$ cat src/rtl/core/ibd_pkg.sv
// Package for the integer box downscaler: widths, register indexes and the
// transaction type passed from the front end to the back end. No dependencies.
`timescale 1ns / 1ps
package ibd_pkg;

   localparam int MaxOutWidth = 1024;
   localparam int MaxBlock    = 16;
   localparam int ColW        = $clog2(MaxOutWidth);
   localparam int FifoDepth   = 4;
   localparam int FifoIdxW    = $clog2(FifoDepth);

   // Configuration register indexes.
   typedef enum logic [1:0] {
      REG_BLOCK_SIZE   = 2'd0,
      REG_OUT_WIDTH    = 2'd1,
      REG_OUT_HEIGHT   = 2'd2,
      REG_OUT_CHANNELS = 2'd3
   } reg_idx_type;

   // Effective (clamped) configuration.
   typedef struct packed {
      logic [4:0]  blk;
      logic [10:0] width;
      logic [15:0] height;
      logic        ch4;
   } cfg_type;

   // One unit of work for the back end.
   typedef struct packed {
      logic            clr_before;
      logic            clr_after;
      logic            acc;
      logic            emit;
      logic            row_last;
      logic            frame_last;
      logic            ch4;
      logic [8:0]      dsq;
      logic [ColW-1:0] col;
      logic [31:0]     pix;
   } work_type;

endpackage

$ cat src/rtl/core/ibd_fifo.sv
// Short queue of work transactions between front end and back end.
// Depends on ibd_pkg.
`timescale 1ns / 1ps
module ibd_fifo (
   input  logic              clock,
   input  logic              reset,
   input  logic              push,
   input  ibd_pkg::work_type push_data,
   output logic              full,
   input  logic              pop,
   output logic              empty,
   output ibd_pkg::work_type head
);
   import ibd_pkg::*;

   work_type              slot_ff [FifoDepth];
   logic [FifoIdxW-1:0]   wr_ff, wr_in, rd_ff, rd_in;
   logic [FifoIdxW:0]     cnt_ff, cnt_in;

   assign full  = cnt_ff == (FifoIdxW + 1)'(FifoDepth);
   assign empty = cnt_ff == '0;
   assign head  = slot_ff[rd_ff];

   always_comb begin
      wr_in  = push ? wr_ff + 1'b1 : wr_ff;
      rd_in  = pop ? rd_ff + 1'b1 : rd_ff;
      cnt_in = cnt_ff + (FifoIdxW + 1)'(push) - (FifoIdxW + 1)'(pop);
   end

   always_ff @(posedge clock) begin
      if (reset) begin
         wr_ff  <= '0;
         rd_ff  <= '0;
         cnt_ff <= '0;
      end else begin
         wr_ff  <= wr_in;
         rd_ff  <= rd_in;
         cnt_ff <= cnt_in;
      end
   end

   // Payload storage.
   always_ff @(posedge clock) begin
      if (push) begin
         slot_ff[wr_ff] <= push_data;
      end
   end
endmodule

$ cat config.mk
export PLATFORM = sky130hd
export DESIGN_NAME = ibd_fifo
export DESIGN_NICKNAME = d
export VERILOG_FILES = /design/src/rtl/core/ibd_pkg.sv /design/src/rtl/core/ibd_fifo.sv
export SDC_FILE = /design/constraint.sdc
export NUM_CORES = 1
export LEC_CHECK = 0
export ABC_AREA = 0
export BUFFER_PORTS_ARGS = -buffer_cell sky130_fd_sc_hd__buf_2
export CAP_MARGIN = 20
export CORE_MARGIN = 10
export CORE_UTILIZATION = 55
export CTS_CLUSTER_DIAMETER = 150
export DETAILED_ROUTE_END_ITERATION = 6
export GPL_TIMING_DRIVEN = 0
export PLACE_DENSITY = 0.76
export SYNTH_ARGS = -nofsm -noshare
export SYNTH_HDL_FRONTEND = slang
export SYNTH_SLANG_ARGS = --single-unit
$ cat constraint.sdc
create_clock -name clock -period 4.7 [get_ports clock]
set_input_delay 0 -clock clock [delete_from_list [all_inputs] [get_ports clock]]
set_output_delay 0 -clock clock [all_outputs]
set_load 0.1 [all_outputs]
== Word level (Yosys, flattened, before mapping) ==
Memory sizes are Yosys's and may differ from the RTL's. A register that Yosys moved wholly into a read port is not among the register bits.
Index checks and enable logic that the tools add are counted.

* Flip-flop bits (word level): 7
* Memory bits (writable): 232
* Bits of input ports: 62
* Memories kept: 1

{| class="wikitable"
|+ Memories
! name !! depth !! bits a word !! rd ports !! clocked after memory_dff !! write ports !! RTL line !! RTL
|-
| slot_ff || 4 || 58 || 1 || 1 || 1 || ibd_fifo.sv:16 || <nowiki>work_type slot_ff [FifoDepth];</nowiki>
|}

* $add $sub $neg: 4
* Eq/ne operators: 1
* Multiplexer cells: 4
* Reduce and logical (&&, ||, !) cells: 1

{| class="wikitable"
|+ Operators with widths
! cell !! count
|-
| 2-bit by 1-bit adder with 2-bit output (second input constant) || 2
|-
| 2-bit 2-to-1 mux || 2
|-
| 3-bit by 1-bit adder with 3-bit output || 1
|-
| 3-bit equality test (second input constant) || 1
|-
| 3-bit zero test || 1
|-
| 3-bit by 1-bit subtractor with 3-bit output || 1
|-
| 1-bit 2-to-1 mux || 2
|}

== Longest topological paths before layout ==
Gate-level depths: netlist of the first run.

* Word-level depth: 3
* Mapped depth: 7
* Mapped depth without buffers: 7

== Worst setup path before layout of the first run ==
No wires, ideal clock.

* Kind: reg-to-output
* From: register cnt_ff[1]
* To: output port empty
* Arrival: 2392 ps
* Required time: 4700 ps
* Path slack: 2308 ps
* Stages on the path, launching flop included: 2
* Buffers on the path: 0
* Path through: dfxtp_1 -> nor3_1

* Longest elaborated chain between the ends: 1

{| class="wikitable"
|+ Ends and longest elaborated chain
! item !! RTL line !! RTL
|-
| start: declaration || ibd_fifo.sv:18 || <nowiki>logic [FifoIdxW:0] cnt_ff, cnt_in;</nowiki>
|-
| start signal: assignment || ibd_fifo.sv:38 || <nowiki>cnt_ff <= cnt_in;</nowiki>
|-
| 3-bit zero test || ibd_fifo.sv:21 || <nowiki>assign empty = cnt_ff == '0;</nowiki>
|-
| end: declaration || ibd_fifo.sv:11 || <nowiki>output logic empty,</nowiki>
|}

No other way between the ends.

==> impl_metrics.toml, run 1 <==
[status]
status = "completed"

[power_and_ir_drop]
p_int_w = 0.00372
cellLeakagePower_nw = 3.82
finalPower_w = 0.00529
pwr-share-comb = 0.203
seqPwrFrac = 0.473
clkPwrFrac = 0.325
p_switching_w = 0.00157
powerDensity_nw_per_um2 = 478
switching_share = 0.296
irDropWorstVdd_v = 0.000360

[drt]
drtAntennaViolNets = 0
viasPerCell = 5.36
routed_wl_um = 16900
drcViolationCount = 0
route.detailed.wl_per_inst_um = 21.5
initialDrtViolationCount = 212
num_vias = 4221
drtPass1Iterations = 5

[flow_run]
max_cap_viol_count = 0

[clock_network]
root_buffer = "clkbuf_16"
clkTransAtPathRegs_ps = 60
cts_setup_buffers = 0
cts_tree = "built"
insertion_delay_ps = 490
cts_hold_buf = 62
clock-sinks = 241
ctsLongestPathBuffers = 3
htreeDepth = 1
cts-resized-gates = 0
cts_buffers = 23

[grt]
grt_pass1_vias = 4860
antenna_found_initial = 0
grt_pass1_wl_um = 27200
grt_max_degree = 59
grt.overflow.total = 0
track_usage = 0.160

[timing]
setup_viol = 0
clock_skew_ps = 5.68
slew_headroom = 0.391
tightest_slew_ps = 914
hold_viol = 0
rsz0062_at_grt = "no"
setup_tns_ps = 0
period_share = 0.475
whs_ps = 263
slew_violations = 0
fin_crit_ps = 2230
clock.fmax_ghz = 0.448

[worst_setup_path]
required_ps = 4700
r2r-start = "cnt_ff[0]"
crit_path_start_kind = "flop"
critPathArrivalTime_ps = 2230
rr_endpoint = "cnt_ff[2]"
crit_type = "flop to output pin"
cp_max_fo = 10
rrSetupSlack_ps = 2920
r2r_cells = 7
end_kind = "output pin"

[floorplanning]
start_util = 0.558
die_y_um = 147
core_area_um2 = 15800
die_area_um2 = 21500
die_w_um = 147
pin_count = 122
rows = 46

[final_layout]
drive_above_1_share = 0.399
syn2layout_area_growth_pct = 25.3
fill_cells = 970
multi_input_area_um2 = 1550
nNetsFinal = 623
regArea_um2 = 7150
antenna_cells = 0
final_util = 0.699

[placed_design]
dp_hpwl_um = 9660
port_buffers = 121
gp_congestion = 0.674

[min_path]
min_path_type = "primary input to flop"
min_to = "slot_ff[0][42]"
hold_start = "push_data[42]"
hold_depth = 2

[synthesis]
synth.distinct_cells = 22
synth-seq-area-share = 0.809
avgSynthCellArea_um2 = 25.6
synth-seq-cells = 241
postSynthCellCount = 345
syn-num-nets = 414
netlist_area_um2 = 8830
yosysWarnings = 0
layout make-up:
type / instances / share of cell area
Buffer: 13 / 0.0109
Clock buffer: 31 / 0.0565
Clock inverter: 11 / 0.00746
Inverter: 6 / 0.00204
Multi-Input combinational cell: 85 / 0.140
Sequential cell: 241 / 0.646
Tap cell: 216 / 0.0244
Timing Repair Buffer: 184 / 0.113
logic make-up after synthesis:
kind of cell    count (synthesis)  synth area share
compound gates                  2           0.00170
xor+xnor                        3           0.00467
fa+ha+maj                       7            0.0108
buf+inv                        19            0.0161
flops                         241             0.809
mux                            59             0.149
simple gates                   14           0.00850
cells in the final DEF (no fill, tap or decap), types with 5 or more instances in the layout:
cell             n
buf_2          124
clkbuf_1         6
clkbuf_16       23
clkinv_2         5
dfxtp_1          9
dlygate4sd3_1   62
edfxtp_1       232
ha_1             6
inv_1            6
mux4_2          58
nor2_1           5
stage by stage:
step	instances	worst slack (ps)	area (µm²)
4_1_cts	787	2400	11100
2_1_floorplan	345	2310	8830
5_1_grt	787	2330	11100
3_5_place_dp	683	2920	9740
3_3_place_gp	682	1330	9710
6_report	787	2470	11100
critical path: stages, from the launching register on:
cell,delay [ps]
dfxtp_1,410
buf_2,300
buf_2,330
mux4_2,260
buf_2,430
metal layers:
layer | wire [µm] | part of all wire | up-vias | global-route usage
met5 | 0 | 0 | - | 0
met4 | 231 | 0.014 | 0 | 0.0410
met3 | 946 | 0.056 | 22 | 0.0356
met2 | 8860 | 0.52 | 121 | 0.277
met1 | 6880 | 0.41 | 2192 | 0.199
li1 | - | - | 1886 | -
registers in the layout, summed over array words and instances (netlist names), named ones only:
signal and count:
cnt_ff 3, rd_ff 2, slot_ff 232, wr_ff 2
synth_stat cells (all sizes together):
library cell    n  area [µm²]
xnor2           2        17.5
buf            13         120
nor3            1        5.00
xor3            1        23.8
fa              1        20.0
nor2            5        18.8
mux2i           1        10.0
edfxtp        232        6970
a21oi           1        5.00
mux4           58        1310
and2            4        25.0
a21bo           1        10.0
ha              6        75.1
and3            1        6.26
nand3b          1        7.51
dfxtp           9         180
nor2b           2        12.5
inv             6        22.5
how the worst max path moves through the flow:
stage | endpoint | slack (ps)
detailed placement | cnt_ff[2] | 2920
finish | head[50] | 2470
floorplan | empty | 2310
CTS | head[45] | 2400
global route | head[50] | 2330
global placement | slot_ff[2][47] | 1330
power groups by stage:
| stage | registers, W | logic, W | clock network, W |
|---|---|---|---|
| after floorplan | 0.00254 | 0.000852 | 0 |
| final | 0.00250 | 0.00107 | 0.00172 |
| after CTS | 0.00250 | 0.00108 | 0.00176 |
| after global placement | 0.00254 | 0.00102 | 0 |
| after detailed placement | 0.00254 | 0.00104 | 0 |
| after global routing | 0.00251 | 0.00112 | 0.00185 |
Power figures use the tool's default switching activity.
==> run 2: changes to the inputs <==
- clock period: 4.7 -> 2.19 ns (I/O delays scaled with it)
==> impl_metrics.toml, run 2 (synthesis results as in run 1) <==
[status]
status = "completed"

[timing]
slew_violations = 0
clock_skew_ps = 11.7
slew_headroom = 0.650
worst_slack_ps = 105
setup_tns_ps = 0
rsz0062_at_grt = "no"
clock.fmax_ghz = 0.480
setup_viol = 0
period_share = 0.952
hold_viol = 0
tightest_slew_ps = 528
fin_crit_ps = 2080

[min_path]
min_to = "slot_ff[0][15]"
min_path_type = "primary input to flop"
hold_depth = 2
hold_start = "push_data[15]"

[clock_network]
cts_buffers = 24
clock-sinks = 241
clkTransAtPathRegs_ps = 60
ctsLongestPathBuffers = 3
cts_setup_buffers = 0
htreeDepth = 1
insertion_delay_ps = 510
root_buffer = "clkbuf_16"
cts_tree = "built"

[worst_setup_path]
crit_type = "flop to output pin"
r2r-start = "cnt_ff[0]"
rrSetupSlack_ps = 380
required_ps = 2190
critPathArrivalTime_ps = 2080
r2r_cells = 7
crit_path_start_kind = "flop"
end_kind = "output pin"
cp_max_fo = 10
rr_endpoint = "cnt_ff[2]"

[power_and_ir_drop]
cellLeakagePower_nw = 3.89
powerDensity_nw_per_um2 = 1030
irDropWorstVdd_v = 0.000839

[floorplanning]
die_w_um = 147
rows = 46
die_y_um = 147
start_util = 0.558
core_area_um2 = 15800
die_area_um2 = 21500
pin_count = 122

[final_layout]
fin_area_um2 = 11200
regArea_um2 = 7150
drive_above_1_share = 0.405
multi_input_area_um2 = 1560
syn2layout_area_growth_pct = 27.2
mostFrequentLayoutCells = "edfxtp_1 (232), buf_2 (111), dlygate4sd3_1 (61)"
fill_cells = 942
stdcell_count = 792
final_common_cell = "edfxtp_1"
reg_top3 = "slot_ff x232, cnt_ff x3"
largest_reg_flops = 232
top_register = "slot_ff"
nNetsFinal = 626
final_util = 0.710

[drt]
num_vias = 4212
wl_met1_um = 6690
met2_length_um = 8270
top_layer = "met4"
viasPerCell = 5.32
drtAntennaViolNets = 0
initialDrtViolationCount = 245
route.detailed.wl_per_inst_um = 20.8
route.met3.wl_um = 1140
routed_wl_um = 16400
drtPass1Iterations = 4
drcViolationCount = 0

[placed_design]
dp_hpwl_um = 9610
port_buffers = 121
place_inst = 686
dpl_cell_area_um2 = 9830
gp_congestion = 0.687
post-place-ws_ps = 387

[grt]
grt_pass1_vias = 4762
grt_pass1_wl_um = 26200
grt_max_degree = 52
track_usage = 0.153
antenna_found_initial = 1
grt.overflow.total = 0

[flow_run]
max_cap_viol_count = 0
[run 2: cell count changes in the layout (fill, tap and decap cells not counted), moves of 2 or more]
| cell | delta |
|---|---|
| buf_4 | +12 |
| buf_1 | -3 |
| buf_2 | -13 |
| clkbuf_1 | -2 |
| clkinv_2 | -2 |
| buf_16 | +3 |
| clkbuf_4 | +4 |
| clkbuf_8 | -2 |
| clkinv_1 | +6 |
[run 2: worst max-delay path by stage]
stage                           endpoint      start
final                           head[35]       flop
after floorplan            slot_ff[2][0]   wr_ff[0]
after global placement    slot_ff[0][42]   wr_ff[0]
after global routing            head[41]       flop
after CTS                       head[49]       flop
after detailed placement       cnt_ff[2]  cnt_ff[0]
[run 2: per-stage QoR]
step | power (W) | hold WS [ps]
after CTS | 0.0117 | 217
after global routing | 0.0119 | 224
after global placement | 0.00765 | 209
after detailed placement | 0.00771 | 215
final | 0.0116 | 236
after floorplan | 0.00727 | 71.6
[run 2: per-layer routing]
metal	GRT usage	vias up
li1	-	1902
met4	0.0420	0
met5	0	-
met1	0.190	2141
met3	0.0433	35
met2	0.260	134
[run 2: what timing repair did]
item / in CTS / in global routing
endpoints found under the hold margin: 241 / 0
resized for setup: 15 / 4
setup endpoints to repair: 47 / 3
hold buffers: 61 / 0
[run 2: cell type report]
type / instances / share of cell area
Clock inverter: 16 / 0.0118
Inverter: 6 / 0.00201
Buffer: 13 / 0.0115
Sequential cell: 241 / 0.636
Antenna cell: 1 / 0.000223
Multi-Input combinational cell: 85 / 0.139
Clock buffer: 28 / 0.0548
Timing Repair Buffer: 186 / 0.121
Tap cell: 216 / 0.0241
[run 2: power breakdown]
part	leakage [nW]	internal, W	total [W]	switching, W
Combinational	1.32	0.000603	0.00235	0.00174
Clock	0.362	0.00224	0.00386	0.00161
Sequential	2.21	0.00530	0.00536	0.0000636
[run 2: critical path, cell delays in order (launching register included)]
cell	delay [ps]
dfxtp_1	380
buf_2	300
buf_4	270
mux4_2	210
buf_2	420
