--- src/rtl/core/ibd_pkg.sv ---
// Package for the integer box downscaler: widths, register indexes and the
// transaction type passed from the front end to the back end. No dependencies.
`timescale 1ns / 1ps
package ibd_pkg;

   localparam int MaxOutWidth = 1024;
   localparam int MaxBlock    = 16;
   localparam int ColW        = $clog2(MaxOutWidth);
   localparam int FifoDepth   = 4;
   localparam int FifoIdxW    = $clog2(FifoDepth);

   // Configuration register indexes.
   typedef enum logic [1:0] {
      REG_BLOCK_SIZE   = 2'd0,
      REG_OUT_WIDTH    = 2'd1,
      REG_OUT_HEIGHT   = 2'd2,
      REG_OUT_CHANNELS = 2'd3
   } reg_idx_type;

   // Effective (clamped) configuration.
   typedef struct packed {
      logic [4:0]  blk;
      logic [10:0] width;
      logic [15:0] height;
      logic        ch4;
   } cfg_type;

   // One unit of work for the back end.
   typedef struct packed {
      logic            clr_before;
      logic            clr_after;
      logic            acc;
      logic            emit;
      logic            row_last;
      logic            frame_last;
      logic            ch4;
      logic [8:0]      dsq;
      logic [ColW-1:0] col;
      logic [31:0]     pix;
   } work_type;

endpackage

--- src/rtl/core/ibd_front.sv ---
// Front end: raster counters that classify each source pixel into a work
// transaction for the back end. Depends on ibd_pkg.
`timescale 1ns / 1ps
module ibd_front (
   input  logic              clock,
   input  logic              reset,
   input  ibd_pkg::cfg_type  cfg,
   input  logic              in_valid,
   output logic              in_ready,
   input  logic [31:0]       in_pix,
   input  logic              in_row_end,
   input  logic              in_frame_start,
   input  logic              q_full,
   output logic              q_push,
   output ibd_pkg::work_type q_data
);
   import ibd_pkg::*;

   logic [3:0]  sub_col_ff, sub_col_in, sub_row_ff, sub_row_in;
   logic [10:0] out_col_ff, out_col_in;
   logic [15:0] out_row_ff, out_row_in;
   logic [3:0]  sc, sr;
   logic [10:0] oc;
   logic [15:0] orow;
   logic        col_last, row_last, in_range, accept;
   logic [9:0]  dsq_full;

   assign in_ready = !q_full;
   assign accept   = in_valid && in_ready;
   assign dsq_full = cfg.blk * cfg.blk;

   // Classify the pixel and compute the counters that follow it.
   always_comb begin
      sc   = in_frame_start ? 4'd0 : sub_col_ff;
      sr   = in_frame_start ? 4'd0 : sub_row_ff;
      oc   = in_frame_start ? 11'd0 : out_col_ff;
      orow = in_frame_start ? 16'd0 : out_row_ff;
      col_last = ({1'b0, sc} + 5'd1) >= cfg.blk;
      row_last = ({1'b0, sr} + 5'd1) >= cfg.blk;
      in_range = (orow < cfg.height) && (oc < cfg.width);

      q_data.clr_before = in_frame_start;
      q_data.clr_after  = in_row_end && row_last;
      q_data.acc        = in_range;
      q_data.emit       = in_range && col_last && row_last;
      q_data.row_last   = (oc + 11'd1) == cfg.width;
      q_data.frame_last = ((oc + 11'd1) == cfg.width) &&
                          (({1'b0, orow} + 17'd1) == {1'b0, cfg.height});
      q_data.ch4        = cfg.ch4;
      q_data.dsq        = dsq_full[8:0];
      q_data.col        = oc[ColW-1:0];
      q_data.pix        = in_pix;

      sub_row_in = sr;
      out_row_in = orow;
      if (col_last) begin
         sub_col_in = 4'd0;
         out_col_in = (oc < cfg.width) ? oc + 11'd1 : oc;
      end else begin
         sub_col_in = sc + 4'd1;
         out_col_in = oc;
      end
      if (in_row_end) begin
         sub_col_in = 4'd0;
         out_col_in = 11'd0;
         if (row_last) begin
            sub_row_in = 4'd0;
            out_row_in = (orow < cfg.height) ? orow + 16'd1 : orow;
         end else begin
            sub_row_in = sr + 4'd1;
         end
      end
   end

   assign q_push = accept && (in_range || in_frame_start || (in_row_end && row_last));

   always_ff @(posedge clock) begin
      if (reset) begin
         sub_col_ff <= '0;
         sub_row_ff <= '0;
         out_col_ff <= '0;
         out_row_ff <= '0;
      end else if (accept) begin
         sub_col_ff <= sub_col_in;
         sub_row_ff <= sub_row_in;
         out_col_ff <= out_col_in;
         out_row_ff <= out_row_in;
      end
   end
endmodule

--- config.mk ---
export PLATFORM = sky130hd
export DESIGN_NAME = ibd_front
export DESIGN_NICKNAME = d
export VERILOG_FILES = /design/src/rtl/core/ibd_pkg.sv /design/src/rtl/core/ibd_front.sv
export SDC_FILE = /design/constraint.sdc
export NUM_CORES = 1
export LEC_CHECK = 0
export ABC_AREA = 1
export BUFFER_PORTS_ARGS = -buffer_cell sky130_fd_sc_hd__buf_2
export CORE_UTILIZATION = 50
export CTS_BUF_LIST = sky130_fd_sc_hd__clkbuf_4 sky130_fd_sc_hd__clkbuf_8
export DETAILED_ROUTE_END_ITERATION = 10
export PLACE_DENSITY = 0.89
export SYNTH_ARGS = -nofsm -noshare
export SYNTH_HDL_FRONTEND = slang
export SYNTH_SLANG_ARGS = --single-unit
export TNS_END_PERCENT = 5
--- constraint.sdc ---
create_clock -name clock -period 4.6 [get_ports clock]
set_clock_uncertainty 0.2 [all_clocks]
set_input_delay 0.23 -clock clock [delete_from_list [all_inputs] [get_ports clock]]
set_output_delay 0.23 -clock clock [all_outputs]
set_load 0.02 [all_outputs]
After elaboration in Yosys (flattened, before gate mapping)
Cells that the tools add are included.
- register bits: 35
- input bits: 71
- output and inout port bits: 60
- word-level logic and storage cells: 42
- add/subtract/negate cells: 7
- multiply operators: 1
- $lt $le $gt $ge: 4
- equal/unequal tests: 2
- multiplexer cells: 14
- reductions and logical operators: 10
- operators with widths (kind ; count):
    16-bit 2-to-1 mux ; 4
    11-bit 2-to-1 mux ; 4
    4-bit 2-to-1 mux ; 6
    16-bit by 1-bit adder with 17-bit output, second input constant ; 1
    17-bit by 16-bit == test with 1-bit output ; 1
    16-bit by 1-bit adder with 16-bit output, second input constant ; 1
    16-bit < comparator ; 1
    11-bit by 1-bit adder with 11-bit output, second input constant ; 1
    11-bit == test ; 1
    11-bit < comparator ; 1
    4-bit by 1-bit adder with 5-bit output, second input constant ; 2
    5-bit greater-or-equal comparator ; 2
    5-bit by 5-bit multiplier with 9-bit output ; 1
    4-bit by 1-bit adder with 4-bit output, second input constant ; 2
    1-bit logical AND ; 7
    1-bit logical OR ; 2
    1-bit logical NOT ; 1

Logic depth before layout (Yosys ltp)
Gate-level depths: netlist of run 1.
- depth in word-level cells: 6
- mapped depth: 19

Worst setup path before layout of run 1
OpenSTA, ideal clock, no wires.
- path kind: in2out
- from: input cfg[30] (netlist bit)
- to: output q_data[50] (netlist bit)
- arrival: 3162 ps
- required time: 4170 ps
- path slack: 1008 ps
- cell stages on the path: 14
- path buffers: 0
- cell sequence: inv_1 > fa_1 > fa_1 > inv_1 > ha_1 > a31o_2 > ha_1 > a21oi_1 > inv_1 > a31oi_1 > nor2_1 > o21ai_0 > nand2_1 > xor2_1
- RTL lines (item ; RTL line ; text):
    start: declaration ; ibd_front.sv:7 ; input ibd_pkg::cfg_type cfg,
    end: declaration ; ibd_front.sv:15 ; output ibd_pkg::work_type q_data

==> out/results.ini, run 1 <==
[outcome]
status = finished with violations
violations = design-rule violations

[routing]
drc_errors = 10
vias = 4829
routedWlPerCell_microns = 12.1
viasPerCell = 5.31
totalWireLength_microns = 11000
drt-initial-drc-count = 333
ant_nets = 0
first_pass_iters = 8

[grt]
first_global_vias = 4423
grt_antenna_before_repair = 0
grt.overflow.total = 0
grt_start_max_net_pins = 45
track_usage = 0.235
grt_pass1_wl_microns = 18800

[power]
p_per_area_nw_per_um2 = 155
ir_drop_uv = 97.7
leakage_uw = 0.00269

[placement]
hpwlAfterDp_microns = 8740
gp_congestion = 0.944
placed_area_sq_um = 4730
portBuffers = 63

[sta]
setup_tns_ns = 0
timing.fmax_mhz = 258
min_period_ns = 3.87
rsz0062_at_grt = no
worstMarginPinSlew_ns = 0.852
whs_ns = 0.104
slew_headroom = 0.430
drv_slew = 0
hold_viol = 0
setup_viol = 0
period_share = 0.841

[cts]
clkSlewWorstSetupHoldPaths_ns = 0.07
cts.path.max_buffers = 2
cts_tree = done
cts_root_buf = clkbuf_8
clk_latency_ns = 0.29
htree_levels = 2
post_cts_buffers = 0
ctsResizeCount = 0
ctsHoldBuffers = 0
cts_sinks = 35
cts_buffers = 5

[critical_path]
worst_r2r_path_depth = 14
start_kind = input pin
rr_endpoint = out_row_ff[2]$_SDFFE_PP0P_
cp_common_cell = inv_1
crit_family = adder cells
crit_type = in -> out
r2r_slack_ns = 1.24
worst_ep_required_time_ns = 4.17
crit_chain = buf_2, inv_1, fa_1, fa_1, inv_1, ha_1, a31o_2, ha_1, a21oi_1, inv_1, a31oi_1, nor2_1, o21ai_0, nand2_1, xor2_1, buf_2
crit_slowest_cell = fa_1
r2r_start = sub_row_ff[0]$_SDFFE_PP0P_
arrival_ns = 3.44
cp_max_fo = 5
critical_path_buf_inv_count = 5
critPathCaptureType = primary output
critPathMaxStageDelay_ns = 0.51
cp_num_cells = 16

[synthesis]
syn_nets = 904
synth_cell_types = 43
ys.flop_type = dfxtp_1
yosysWarnings = 0
yosysTopAreaCellShare = 0.175
ys_seq_elements = 35
synth_top_cell_by_area = nand2_1
syn_area_sq_um = 4620
synth_edf_count = 0
avgSynthCellArea_sq_um = 5.91
synth_seq_area_share = 0.152
synthArstFlopShare = 0
synthTopCellsByArea = nand2_1 (17%), dfxtp_1 (15%), ha_1 (14%)
syn_inst = 781

[hold_path]
min_to = sub_row_ff[2]$_SDFFE_PP0P_
min_delay_path_depth = 3
min_path_type = in -> reg
hp-start = in_row_end

[floorplanning]
rows = 34
die_h_microns = 98.1
initial_core_util = 0.522
fp.coreArea_sq_um = 8850
ios = 131
fp.dieArea_sq_um = 9620
die_w_microns = 98.1

[final_layout]
layout_commonest_cell = nand2_1
fin_nets = 923
final_area_sq_um = 4810
final_cell_mix = nand2_1 (215), inv_1 (126), nand3_1 (83), nor2_1 (76), buf_2 (63)
syn_to_final_growth_pct = 4.23
drive_gt1_frac = 0.116
n_fill_cell = 904
diodes = 0

[job]
drv_cap = 0

-- cells in the mapped netlist, types with 2 or more instances --
| master | n |
|---|---|
| nand3_1 | 83 |
| nand3_2 | 4 |
| inv_1 | 126 |
| nand2_1 | 215 |
| clkbuf_1 | 8 |
| xnor3_1 | 2 |
| o21ai_0 | 24 |
| buf_2 | 4 |
| clkinv_1 | 2 |
| o21bai_1 | 3 |
| fa_1 | 2 |
| nor3b_1 | 2 |
| nor3_1 | 3 |
| a31oi_1 | 3 |
| o21ai_1 | 2 |
| nor2_2 | 5 |
| a31o_2 | 2 |
| inv_2 | 3 |
| a21oi_1 | 45 |
| buf_1 | 2 |
| a21boi_0 | 2 |
| buf_4 | 38 |
| nor2_1 | 76 |
| nor3_2 | 2 |
| ha_1 | 50 |
| nand4_1 | 5 |
| xor2_1 | 16 |
| dfxtp_1 | 35 |
| xnor2_1 | 3 |
-- where the power goes --
| group | total, uW | switching (uW) | internal (uW) |
|---|---|---|---|
| Sequential | 316 | 6.36 | 309 |
| Clock | 219 | 115 | 104 |
| Combinational | 211 | 136 | 75.7 |
-- sequential cells by signal, summed over array words and instances, names as in the netlist --
name,flops
sub_col_ff,4
out_col_ff,11
sub_row_ff,4
out_row_ff,16
-- per-layer routing --
| layer | vias to the layer above | global-route usage | share of wire |
|---|---|---|---|
| met1 | 2156 | 0.295 | 0.44 |
| met3 | 33 | 0.0372 | 0.070 |
| met4 | 0 | 0.101 | 0.032 |
| li1 | 2466 | - | - |
| met5 | - | 0 | 0 |
| met2 | 174 | 0.396 | 0.46 |
-- worst max path at each step --
stage / endpoint / from
after floorplan: q_data[50] / cfg[30]
after global placement: q_data[50] / cfg[30]
after detailed placement: q_data[50] / cfg[30]
after CTS: q_data[50] / cfg[30]
after global routing: q_data[50] / cfg[30]
final: q_data[50] / cfg[30]
-- kinds of logic after synthesis --
logic type | share of synthesized area
AO/OA/AOI/OAI | 0.105
XOR/XNOR | 0.0458
adder cells (fa/ha/maj) | 0.144
buffers and inverters | 0.185
flip-flops | 0.152
other | 0.000812
AND/OR/NAND/NOR | 0.368
-- per-stage QoR --
stage	util	total power (uW)	instances	setup WS, ns
6_report	0.544	746	909	0.729
3_3_place_gp	0.534	526	901	0.839
4_1_cts	0.544	744	909	0.719
2_1_floorplan	-	513	781	1.01
3_5_place_dp	0.534	532	901	0.729
5_1_grt	0.544	786	909	0.504
-- final cells by class --
cell class,instances,area [sq um],area share
clock buffer,5,68.8,0.0143
clock inverter,3,15.0,0.00312
inverter,132,498,0.103
sequential,35,701,0.146
multi-input combinational,561,3060,0.637
timing repair buffer,65,330,0.0686
tap,108,135,0.0281
-- tightest hold or removal path: stages --
cell and delay [ns]:
buf_2 0.14, nand3_1 0.11, a21oi_1 0.06
Note: power is estimated with default switching activity, not from simulation.
==> run 2: changes to the inputs <==
ABC_AREA = 0   (was 1)
PLACE_DENSITY = 0.92   (was 0.89)
clock period = 3.3 ns   (was 4.6 ns; I/O delays follow)
==> run 2 against run 1 <==
  * Worst hold slack better by 0.0068 ns
  * Critical endpoint is now q_data[52]
  * Sequential power up 34%
  * Flip-flop and latch count unchanged
  * Non-clock buffer count up 20
  * Largest power group unchanged
  * Total power up 44%
  * Register-to-register slack worse by 0.93 ns
  * The run ends with negative setup slack left
  * Design area up 3.5%
  * Utilization up 2.4 points
  * Die area down 1.9%
==> out/results.ini, run 2 <==
[final_layout]
final_area_sq_um = 4980  ; was 4810 sq um
fin_cells = 756  ; was 909
fin_nets = 770  ; was 923
n_fill_cell = 766  ; was 904
diodes = 0  ; unchanged
reg_top3 = out_row_ff x16, out_col_ff x11  ; unchanged
syn_to_final_growth_pct = 9.92  ; was 4.23%
largest_register_ffs = 16  ; unchanged
layout_commonest_cell = buf_2  ; was nand2_1
drive_gt1_frac = 0.193  ; was 0.116
top_register = out_row_ff  ; unchanged
final_cell_mix = buf_2 (61), nand2_1 (60), ha_1 (48), inv_1 (44), a21oi_1 (36)  ; was nand2_1 (215), inv_1 (126), nand3_1 (83), nor2_1 (76), buf_2 (63)

[cts]
cts_buffers = 5  ; unchanged
htree_levels = 2  ; unchanged
cts_tree = done  ; unchanged
cts_sinks = 35  ; unchanged
clk_latency_ns = 0.28  ; was 0.29 ns
cts_root_buf = clkbuf_8  ; unchanged
clkSlewWorstSetupHoldPaths_ns = 0.07  ; about the same
cts.path.max_buffers = 2  ; unchanged
ctsHoldBuffers = 0  ; unchanged

[routing]
routedWlPerCell_microns = 16.1  ; was 12.1 microns
vias = 4717  ; was 4,829
first_pass_iters = 5  ; was 8
drc_errors = 0  ; was 10
viasPerCell = 6.24  ; was 5.31
totalWireLength_microns = 12200  ; was 11,000 microns
ant_nets = 0  ; unchanged
drt-initial-drc-count = 328  ; was 333

[critical_path]
start_kind = register  ; was input pin
worst_ep_required_time_ns = 2.93  ; was 4.17 ns
cp_max_fo = 7  ; was 5
arrival_ns = 2.94  ; was 3.44 ns
critPathCaptureType = primary output  ; unchanged
crit_type = reg -> out  ; was in -> out

[synthesis]
synth_seq_area_share = 0.155  ; was 0.152
synthArstFlopShare = 0  ; unchanged
ys_seq_elements = 35  ; unchanged
synth_cell_types = 66  ; was 43
synth_edf_count = 0  ; unchanged
yosysWarnings = 0  ; unchanged
syn_area_sq_um = 4530  ; was 4620 sq um
synth_commonest_cells = nand2_1 (62), ha_1 (50), inv_1 (45), a21oi_1 (39), buf_4 (37)  ; was nand2_1 (215), inv_1 (126), nand3_1 (83), nor2_1 (76), ha_1 (50)
yosysTopAreaCellShare = 0.155  ; was 0.175
syn_inst = 619  ; was 781
yosys.cell_count.top_type = nand2_1  ; unchanged
synthTopCellsByArea = dfxtp_1 (15%), ha_1 (14%), xnor2_1 (6.6%)  ; was nand2_1 (17%), dfxtp_1 (15%), ha_1 (14%)
synth_top_cell_by_area = dfxtp_1  ; was nand2_1
ys.flop_type = dfxtp_1  ; unchanged
syn_nets = 742  ; was 904
avgSynthCellArea_sq_um = 7.32  ; was 5.91 sq um

[floorplanning]
initial_core_util = 0.517  ; was 0.522
fp.dieArea_sq_um = 9440  ; was 9620 sq um
die_h_microns = 97.2  ; was 98.1 microns
die_w_microns = 97.2  ; was 98.1 microns
fp.coreArea_sq_um = 8760  ; was 8850 sq um
rows = 34  ; unchanged
ios = 131  ; unchanged

[placement]
placed_area_sq_um = 4810  ; was 4730 sq um
portBuffers = 63  ; unchanged
dpl.cell_count = 747  ; was 901
dp_slack_ns = -0.163  ; was 0.729 ns
gp_congestion = 0.930  ; was 0.944
hpwlAfterDp_microns = 9510  ; was 8740 microns

[grt]
track_usage = 0.255  ; was 0.235
grt.overflow.total = 0  ; unchanged
grt_pass1_wl_microns = 20500  ; was 18,800 microns
grt_start_max_net_pins = 33  ; was 45
first_global_vias = 4491  ; was 4,423
grt_antenna_before_repair = 0  ; unchanged

[sta]
slew_headroom = 0.598  ; was 0.430
period_share = 1.00
rsz0062_at_grt = yes  ; was no
drv_slew = 0  ; unchanged
setup_viol = 1  ; was 0
min_period_ns = 3.30
worst_slack_ns = -0.00243  ; was 0.729 ns
worstMarginPinSlew_ns = 0.604  ; was 0.852 ns
hold_viol = 0  ; unchanged
timing.fmax_mhz = 303

[power]
ir_drop_uv = 128  ; was 97.7 uV
leakage_uw = 0.00220  ; was 0.00269 uW
p_per_area_nw_per_um2 = 215  ; was 155 nW/um^2

[outcome]
status = finished with violations  ; unchanged
violations = negative setup slack  ; was design-rule violations

[job]
drv_cap = 0  ; unchanged

[hold_path]
min_path_type = in -> reg  ; unchanged

==> run 2: worst paths after layout <==
kind                              start                         end  slack (ns)  cells past startpoint
max          out_row_ff[1]$_SDFFE_PP0P_                  q_data[52]      -0.002                      9
min                          in_row_end  sub_row_ff[2]$_SDFFE_PP0P_        0.11                      3
max reg2reg  sub_row_ff[0]$_SDFFE_PP0P_  out_row_ff[7]$_SDFFE_PP0P_        0.31                     11
min reg2reg  sub_col_ff[0]$_SDFFE_PP0P_  sub_col_ff[0]$_SDFFE_PP0P_        0.27                      2
==> run 2: layout make-up <==
class / instances / area, sq um / share of cell area
Inverter: 46 / 173 / 0.0347
Clock buffer: 8 / 104 / 0.0209
Sequential cell: 35 / 702 / 0.141
Timing Repair Buffer: 85 / 498 / 0.100
Multi-Input combinational cell: 474 / 3370 / 0.676
Tap cell: 108 / 135 / 0.0271
==> run 2: stage by stage <==
stage	TNS, ns	total power, uW	hold slack (ns)	util
6_report	-0.00243	1070	0.111	0.568
3_3_place_gp	0	695	0.130	0.548
4_1_cts	-0.0669	1060	0.0864	0.562
5_1_grt	-0.186	1120	0.114	0.568
2_1_floorplan	0	673	0.165	-
3_5_place_dp	-0.163	712	0.130	0.548
==> run 2: per-layer routing <==
| layer | share of wire | vias up | track usage |
|---|---|---|---|
| li1 | - | 2239 | - |
| met2 | 0.49 | 245 | 0.443 |
| met3 | 0.069 | 29 | 0.0403 |
| met4 | 0.018 | 0 | 0.0827 |
| met5 | 0 | - | 0 |
| met1 | 0.42 | 2204 | 0.321 |
==> run 2: worst max-delay path: stages (launching register included) <==
cell	delay, ns
dfxtp_1	0.39
nor2b_1	0.30
ha_1	0.32
nand3_2	0.20
or4_4	0.59
nor2_2	0.15
xnor2_1	0.09
nor4_1	0.19
and4bb_2	0.27
buf_2	0.16
==> run 2: cells by family after synthesis <==
logic type / count (synthesis) / share of synthesized area
xor gates and xnor gates: 44 / 0.0851
other: 1 / 0.000828
DFF: 35 / 0.155
muxes: 4 / 0.00912
and+or+nand+nor: 246 / 0.301
buffers and inverters: 110 / 0.124
AOI/OAI and AO/OA: 127 / 0.178
adders and majority gates: 52 / 0.147
==> run 2: power breakdown <==
| part | switching, uW | internal, uW |
|---|---|---|
| registers | 1.35 | 424 |
| clock network | 149 | 199 |
| logic | 174 | 124 |
==> run 2: what timing repair did <==
item	CTS	global route
pin swaps	1	4
buffers inserted	0	1
gates resized for setup	5	10
endpoints found under the setup margin	2	8
==> run 3: changes to the inputs <==
CORE_ASPECT_RATIO = 0.6   (was unset)
SKIP_LAST_GASP = 1   (was unset)
==> run 3 against run 2 <==
  * The run ends with design-rule violations left
  * Utilization rose by 0.85 points
  * First-iteration DRC count increased by 59%
  * Setup slack improved by 0.028 ns
  * Global-route usage increased by 0.84 points
  * Largest cell class unchanged
==> out/results.ini, run 3 (synthesis gave the netlist of run 2 again) <==
[final_layout]
n_fill_cell = 811  ; was 766
diodes = 0  ; unchanged
fin_cells = 763  ; was 756
syn_to_final_growth_pct = 10.2  ; was 9.92%
fin_nets = 773  ; was 770
largest_register_ffs = 16  ; unchanged
final_cell_mix = nand2_1 (61), buf_2 (61), ha_1 (48), inv_1 (44), a21oi_1 (37)  ; was buf_2 (61), nand2_1 (60), ha_1 (48), inv_1 (44), a21oi_1 (36)
top_register = out_row_ff  ; unchanged
final_area_sq_um = 4990  ; was 4980 sq um
drive_gt1_frac = 0.190  ; was 0.193
fin_util = 0.577  ; was 0.568
reg_top3 = out_row_ff x16, out_col_ff x11  ; unchanged

[cts]
cts_tree = done  ; unchanged
cts_buffers = 5  ; unchanged
cts.path.max_buffers = 2  ; unchanged
htree_levels = 2  ; unchanged
cts_root_buf = clkbuf_8  ; unchanged
post_cts_buffers = 0  ; unchanged
ctsHoldBuffers = 0  ; unchanged
clk_latency_ns = 0.30  ; was 0.28 ns
clkSlewWorstSetupHoldPaths_ns = 0.07  ; about the same
cts_sinks = 35  ; unchanged

[sta]
slew_headroom = 0.538  ; was 0.598
drv_slew = 0  ; unchanged
setup_viol = 0  ; was 1
rsz0062_at_grt = yes  ; unchanged
worstMarginPinSlew_ns = 0.693  ; was 0.604 ns
timing.fmax_mhz = 305  ; was 303 MHz
hold_viol = 0  ; unchanged
period_share = 0.992  ; was 1.00
min_period_ns = 3.27  ; was 3.30 ns

[power]
ir_drop_uv = 150  ; was 128 uV
leakage_uw = 0.00219  ; was 0.00220 uW
p_per_area_nw_per_um2 = 215  ; about the same

[outcome]
violations = design-rule violations  ; was negative setup slack
status = finished with violations  ; unchanged

[floorplanning]
die_h_microns = 75.7  ; was 97.2 microns
ios = 131  ; unchanged
fp.dieArea_sq_um = 9460  ; was 9440 sq um
fp.coreArea_sq_um = 8650  ; was 8760 sq um
initial_core_util = 0.523  ; was 0.517
rows = 26  ; was 34
die_w_microns = 125  ; was 97.2 microns

[grt]
grt.overflow.total = 0  ; unchanged
track_usage = 0.264  ; was 0.255
grt_antenna_before_repair = 0  ; unchanged
grt_start_max_net_pins = 33  ; unchanged
first_global_vias = 4134  ; was 4,491
grt_pass1_wl_microns = 20200  ; was 20,500 microns

[critical_path]
crit_family = adder cells  ; was simple AND/OR/NAND/NOR gates
arrival_ns = 2.91  ; was 2.94 ns
cp_common_cell = inv_1
critical_path_buf_inv_count = 6  ; was 1
crit_slowest_cell = fa_1  ; was or4_4
critPathMaxStageDelay_ns = 0.52  ; was 0.59 ns
crit_type = in -> out  ; was reg -> out
cp_max_fo = 2  ; was 7
start_kind = input pin  ; was register
crit_chain = buf_2, inv_1, fa_1, fa_1, inv_1, ha_1, a31o_2, ha_4, buf_4, inv_1, o21bai_1, a21oi_1, xnor2_1, buf_4  ; was nor2b_1, ha_1, nand3_2, or4_4, nor2_2, xnor2_1, nor4_1, and4bb_2, buf_2
worst_ep_required_time_ns = 2.93  ; about the same
critPathCaptureType = primary output  ; unchanged

[placement]
placed_area_sq_um = 4840  ; was 4810 sq um
hpwlAfterDp_microns = 9540  ; was 9510 microns
portBuffers = 63  ; unchanged
dpl.cell_count = 755  ; was 747
gp_congestion = 0.934  ; was 0.930

[routing]
drt-initial-drc-count = 522  ; was 328
ant_nets = 0  ; unchanged
vias = 4645  ; was 4,717
viasPerCell = 6.09  ; was 6.24
first_pass_iters = 8  ; was 5
drc_errors = 10  ; was 0
routedWlPerCell_microns = 16.1  ; about the same
totalWireLength_microns = 12300  ; was 12,200 microns

[job]
drv_cap = 0  ; unchanged

[hold_path]
min_path_type = in -> reg  ; unchanged

==> run 3: worst reg2reg max path, delay by kind of cell (launching register included) <==
kind | cells | cell delay (ns)
buf+inv | 1 | 0.21
compound gates | 3 | 0.59
fa+ha+maj | 2 | 0.57
simple gates | 4 | 1.00
flops | 1 | 0.36
xor+xnor | 1 | 0.14
==> run 3: area by class of cell <==
type | instances | area (sq um) | share of cell area
clock buffer | 7 | 96.3 | 0.0193
sequential | 35 | 701 | 0.140
timing repair buffer | 88 | 520 | 0.104
clock inverter | 1 | 7.51 | 0.00150
multi-input combinational | 474 | 3350 | 0.672
tap | 112 | 140 | 0.0281
inverter | 46 | 173 | 0.0346
==> run 3: path summary, 6_finish.rpt <==
check / cells past startpoint / slack [ns] / start / to
setup / recovery: 14 / 0.03 / cfg[30] / q_data[49]
hold / removal: 3 / 0.09 / in_row_end / sub_row_ff[3]$_SDFFE_PP0P_
setup reg to reg: 11 / 0.16 / sub_row_ff[0]$_SDFFE_PP0P_ / out_row_ff[7]$_SDFFE_PP0P_
hold reg to reg: 2 / 0.29 / sub_col_ff[0]$_SDFFE_PP0P_ / sub_col_ff[0]$_SDFFE_PP0P_
==> run 3: per-layer routing <==
layer	track usage	vias up	share of wire
li1	-	2245	-
met1	0.364	2156	0.47
met2	0.434	225	0.42
met3	0.0442	19	0.095
met4	0.0678	0	0.015
met5	0	-	0
==> run 3: through the flow <==
step / hold WS (ns) / TNS (ns) / total power, uW / worst slack, ns
after floorplan: 0.165 / 0 / 673 / 0.00945
after global placement: 0.130 / 0 / 701 / 0.0401
after detailed placement: 0.130 / -0.0720 / 712 / -0.0411
after CTS: 0.0811 / -0.00486 / 1070 / -0.00486
after global routing: 0.111 / -0.300 / 1120 / -0.100
final: 0.0926 / 0 / 1070 / 0.0255
==> run 3: where the power goes <==
group	leakage (uW)	internal, uW	switching (uW)
Sequential	0.000282	424	1.30
Combinational	0.00186	121	172
Clock	0.0000505	190	166
==> run 3: repair_timing <==
item,CTS,global route
cloned,0,0
resized for setup,4,6
pin swaps,4,0
setup endpoints to repair,3,6
